## src/hw/rtl/assert_macros.svh

```systemverilog
// ----------------------------------------------------------------------------
// assert_macros.svh
// shared concurrent assertion macros, clocked on i_clk, disabled in reset
// ----------------------------------------------------------------------------
`ifndef ASSERT_MACROS_SVH
`define ASSERT_MACROS_SVH

`ifndef ASSERT_OFF
// property must hold at every clock edge out of reset
`define ASSERT_CLKD(lbl, prop, msg) \
    lbl: assert property (@(posedge i_clk) disable iff (!i_rst_n) (prop)) else $error(msg);
// condition must never be seen at a clock edge out of reset
`define ASSERT_NEVER(lbl, cond, msg) \
    lbl: assert property (@(posedge i_clk) disable iff (!i_rst_n) !(cond)) else $error(msg);
`else
`define ASSERT_CLKD(lbl, prop, msg)
`define ASSERT_NEVER(lbl, cond, msg)
`endif

`endif

```

## src/hw/rtl/psd_ram.sv

```systemverilog
// ----------------------------------------------------------------------------
// psd_ram
// simple dual-port ram, one write and one registered read per cycle
// ----------------------------------------------------------------------------
module psd_ram #(
    parameter int WIDTH = 32,
    parameter int DEPTH = 64,
    parameter int AW    = 6
) (
    input  logic             i_clk,
    input  logic             i_we,
    input  logic [AW-1:0]    i_waddr,
    input  logic [WIDTH-1:0] i_wdata,
    input  logic [AW-1:0]    i_raddr,
    output logic [WIDTH-1:0] o_rdata
);

    logic [WIDTH-1:0] r_mem [DEPTH];
    logic [WIDTH-1:0] r_rdata;

    // write port
    always_ff @(posedge i_clk) begin
        if (i_we) begin
            r_mem[i_waddr] <= i_wdata;
        end
    end

    // registered read port
    always_ff @(posedge i_clk) begin
        r_rdata <= r_mem[i_raddr];
    end

    assign o_rdata = r_rdata;

endmodule
```

## config.mk

```make
export PLATFORM = sky130hd
export DESIGN_NAME = psd_ram
export DESIGN_NICKNAME = d
export VERILOG_FILES = /design/src/hw/rtl/assert_macros.svh /design/src/hw/rtl/psd_ram.sv
export SDC_FILE = /design/constraint.sdc
export NUM_CORES = 2
export LEC_CHECK = 0
export ABC_AREA = 1
export BUFFER_PORTS_ARGS = -buffer_cell sky130_fd_sc_hd__buf_2
export CORE_UTILIZATION = 37
export DETAILED_ROUTE_END_ITERATION = 8
export GPL_TIMING_DRIVEN = 0
export PLACE_DENSITY = 0.58
export SLEW_MARGIN = 20
export SYNTH_ARGS = -nofsm -noshare
export SYNTH_HDL_FRONTEND = slang
export SYNTH_SLANG_ARGS = --single-unit
export TNS_END_PERCENT = 100
```

## constraint.sdc

```tcl
create_clock -name i_clk -period 4.3 [get_ports i_clk]
set_input_delay 0.43 -clock i_clk [delete_from_list [all_inputs] [get_ports i_clk]]
set_output_delay 0.43 -clock i_clk [all_outputs]
set_load 0.005 [all_outputs]
```

# Yosys cells after proc, flatten, opt, wreduce, memory -nomap -nowiden
# Memories as Yosys holds them, arrays and structs flattened. A register that Yosys moved wholly into a read port is not among the register bits.
# Cells that the tools add are included.
# Widths: inputs -> output; s select.
[word_totals]
reg_bits = 0
n_memories = 1
elab_cells = 3
mem_bits_rw = 2048
in_bits = 46
[mem_list]
columns = ["name", "depth", "word_bits", "rd", "rd_ports_with_merged_regs", "wr", "line_no", "rtl"]
rows = [
  ["r_mem", 64, 32, 1, 1, 1, "psd_ram.sv:18", "logic [WIDTH-1:0] r_mem [DEPTH];"],
]
[classes]
n_mux = 2
[ops]
columns = ["op", "n"]
rows = [
  ["$mux 1", 2],
]

# Longest topological paths before layout
[logic_depth]
word_depth = 2
ltp_mapped = 13
ltp_nobuf = 9

# Worst setup path before layout
# OpenSTA, ideal clock, no wires.
[synth_timing]
path_kind = "input-to-reg"
startpoint = "input port i_we"
endpoint = "memory r_mem[48][0] (enable)"
stages = 3
arrival_ns = 4.058
path_slack_ns = -0.260
setup_time_ns = 0.502
cell_sequence = "clkbuf_1 nand4_1 nor4_1"
[synth_between]
elab_chain_cells = 2
[synth_rtl]
columns = ["element", "line_no", "rtl"]
rows = [
  ["start: declaration", "psd_ram.sv:11", "input logic i_we,"],
  ["$mux 1", "psd_ram.sv:23", "if (i_we) begin"],
  ["$mux 1 (implied by the code)", "psd_ram.sv:24", "r_mem[i_waddr] <= i_wdata;"],
  ["end: declaration", "psd_ram.sv:18", ""],
]
# No other way between the ends.

==> qor.yml <==
run_status:
  status: "finished clean"
yosys:
  synth_compound_area_share_pct: 0
  yosysWarnings: 0
  synth_cell_type_count: 16
  postSynthCellCount: 6769
  ys_seq_area_share_pct: 75.1
  synth_area_per_cell_um2: 12.2
  syn-cell-area_um2: 82700
  ys_ff_latch: 2080
  synthXorXnorAreaFrac_pct: 0
  synth_fa_ha_area_share_pct: 0
  synth_top_family_by_area: "simple AND/OR/NAND/NOR gates"
  syn_nets: 6815
  synthMuxAreaShare_pct: 0
  synth-simple-area-share_pct: 22.1
placed_design:
  placed_area_um2: 91200
  port_buffers: 69
  gp_congestion: 1.00
  dp_hpwl_um: 243000
  place_inst: 10025
die:
  row_count: 173
  start_util_pct: 37.2
  boundaryPins: 78
  dieArea_um2: 226000
  fp.dieH_um: 475
  fp.dieW_um: 475
  core_um2: 222000
sta:
  slew_headroom_pct: 16.4
  finalMaxSlewViolations: 0
  grt_setup_unrepaired: "no"
  min_period_over_period_pct: 70.3
  finalSetupViolCount: 0
  worst_pin_slew_ns: 1.25
  clock_skew_ns: 0.0450
  max_freq_mhz: 331
  final-hold-violation-count: 0
  min_period_ns: 3.02
cells_and_area:
  syn_to_final_growth_pct: 18.5
  final_cells: 10442
  mostFrequentLayoutCells: "nand2_1, edfxtp_1, nand3_1"
  post_route_cells_drive_above_1_share_pct: 13.1
  finalNetCount: 7317
  fillers: 20226
  fin_area_um2: 98100
  final_common_cell: "nand2_1"
  fin_util_pct: 44.1
worst_setup_path:
  crit_fanout: 10
  cp_data_arrival_time_ns: 3.78
  worstSetupEndpointType: "register"
  cp_cell_sequence: "buf_2 -> clkbuf_1 -> buf_1 -> nand3_1 -> nand3_1 -> nand3_1 -> nand2_1 -> nand2_1 -> nand2_1"
  crit_type: "in -> reg"
  critPathTopFamily: "buffers and inverters"
  r2r_start: "r_mem[25][15]$_DFFE_PP_"
  cp_num_buf_inv: 3
  crit_required_ns: 5.06
  critical_path.max_stage_delay_ns: 0.88
  start_kind: "input port"
  worst_path_max_delay_cell: "clkbuf_1"
  crit_start: "i_raddr[2]"
flow_run:
  max_cap_viol_count: 0
clock_network:
  htreeDepth: 4
  clk_pin_slew_ns: 0.06
  cts-root-buf: "clkbuf_16"
  cts_buffers: 210
  cts_resized: 0
  cts_sinks: 2080
  tritoncts: "done"
  clockBufferDepth: 3
  clkLatencyLatePin_ns: 0.87
global_routing:
  grt_max_degree: 65
  grt_remaining_overflow: 0
  grt_first_pass_wirelength_um: 458000
  antenna_found_initial: 39
  grt_pass1_vias: 55569
  grt_util_all_layers_pct: 29.8
drt:
  firstDrtPassIters: 6
  routedWlPerCell_um: 32.6
  via_count: 60608
  drcViolationCount: 0
  routed_wl_um: 341000
  via_per_inst: 5.80
  dr.first_iter.drc_count: 10153
  antenna_left: 0
power_and_ir_drop:
  ir_worst_vdd_mv: 0.323
  power_density_nw_per_um2: 451
  leakage_nw: 34.8
min_path:
  hold_start: "i_wdata[13]"
  hp-class: "in -> reg"
-- registers in the layout, indices dropped and copies added (netlist names) --
register  flops
r_mem      2048
o_rdata      32
-- final timing paths --
kind                                                 to  slack (ns)  cells after the start
worst min register to register      o_rdata[24]$_DFF_P_        1.03                      8
worst max register to register      o_rdata[15]$_DFF_P_        2.25                      8
worst max-delay path                 o_rdata[5]$_DFF_P_        1.28                      9
worst min-delay path            r_mem[51][13]$_DFFE_PP_        0.03                      1
-- cells by family (layout without fill, tap and decap cells) --
kind of cell | Yosys count | count (layout)
and+or+nand+nor | 4228 | 4228
DFF | 2080 | 2080
buffers and inverters | 461 | 1137
other | 0 | 22
-- repair_timing --
action,in CTS,in global routing
hold endpoints to repair,82,0
setup buffers,0,0
hold buffers,9,0
setup endpoints to repair,0,0
-- cell type report --
type	instances	area (um2)	area share, %
flip-flops and latches	2080	62100	63.4
multi-input cells	4228	18800	19.1
clock buffers	263	5540	5.65
repair buffers	290	4320	4.40
well taps	2975	3720	3.80
plain buffers	449	2260	2.30
clock inverters	123	1220	1.24
diodes	22	55.1	0.0561
inverters	12	47.5	0.0485
-- metal layers --
| metal | routed length [um] | vias up | global-route usage (%) | share of wire (%) |
|---|---|---|---|---|
| met4 | 23900 | 8 | 18.5 | 7.0 |
| met2 | 147000 | 4498 | 43.7 | 43 |
| met3 | 44600 | 901 | 8.43 | 13 |
| met5 | 54 | - | 0 | 0.016 |
| met1 | 125000 | 30007 | 38.9 | 37 |
| li1 | - | 25194 | - | - |
-- through the flow --
step	hold slack [ns]	total power, mW	setup TNS, ns	worst slack (ns)
final	0.0275	44.2	0	1.28
after global routing	0.0160	45.1	0	1.49
after CTS	0.00248	44.1	0	1.57
after detailed placement	0.762	26.2	0	0.655
after global placement	0.812	26.1	-3456.20	-7.25
after floorplan	0.529	24.3	-66.56	-0.260
-- synth_stat cells, drive strengths merged --
cell type | count | share of area, %
dfxtp | 32 | 0.77
nand4 | 9 | 0.068
buf | 372 | 2.4
nor2 | 56 | 0.25
clkbuf | 77 | 0.35
nor4 | 8 | 0.060
nand3 | 1907 | 12
nand2 | 2248 | 10
edfxtp | 2048 | 74
inv | 12 | 0.057
-- power by group --
group          leakage [nW]  switching (mW)  total [mW]  internal (mW)
combinational          12.9            2.73        3.48          0.749
clock                  3.29            8.21        18.3           10.1
sequential             18.7          0.0404        22.5           22.4
total                  34.8            11.0        44.2           33.3
Power figures use the tool's default switching activity.
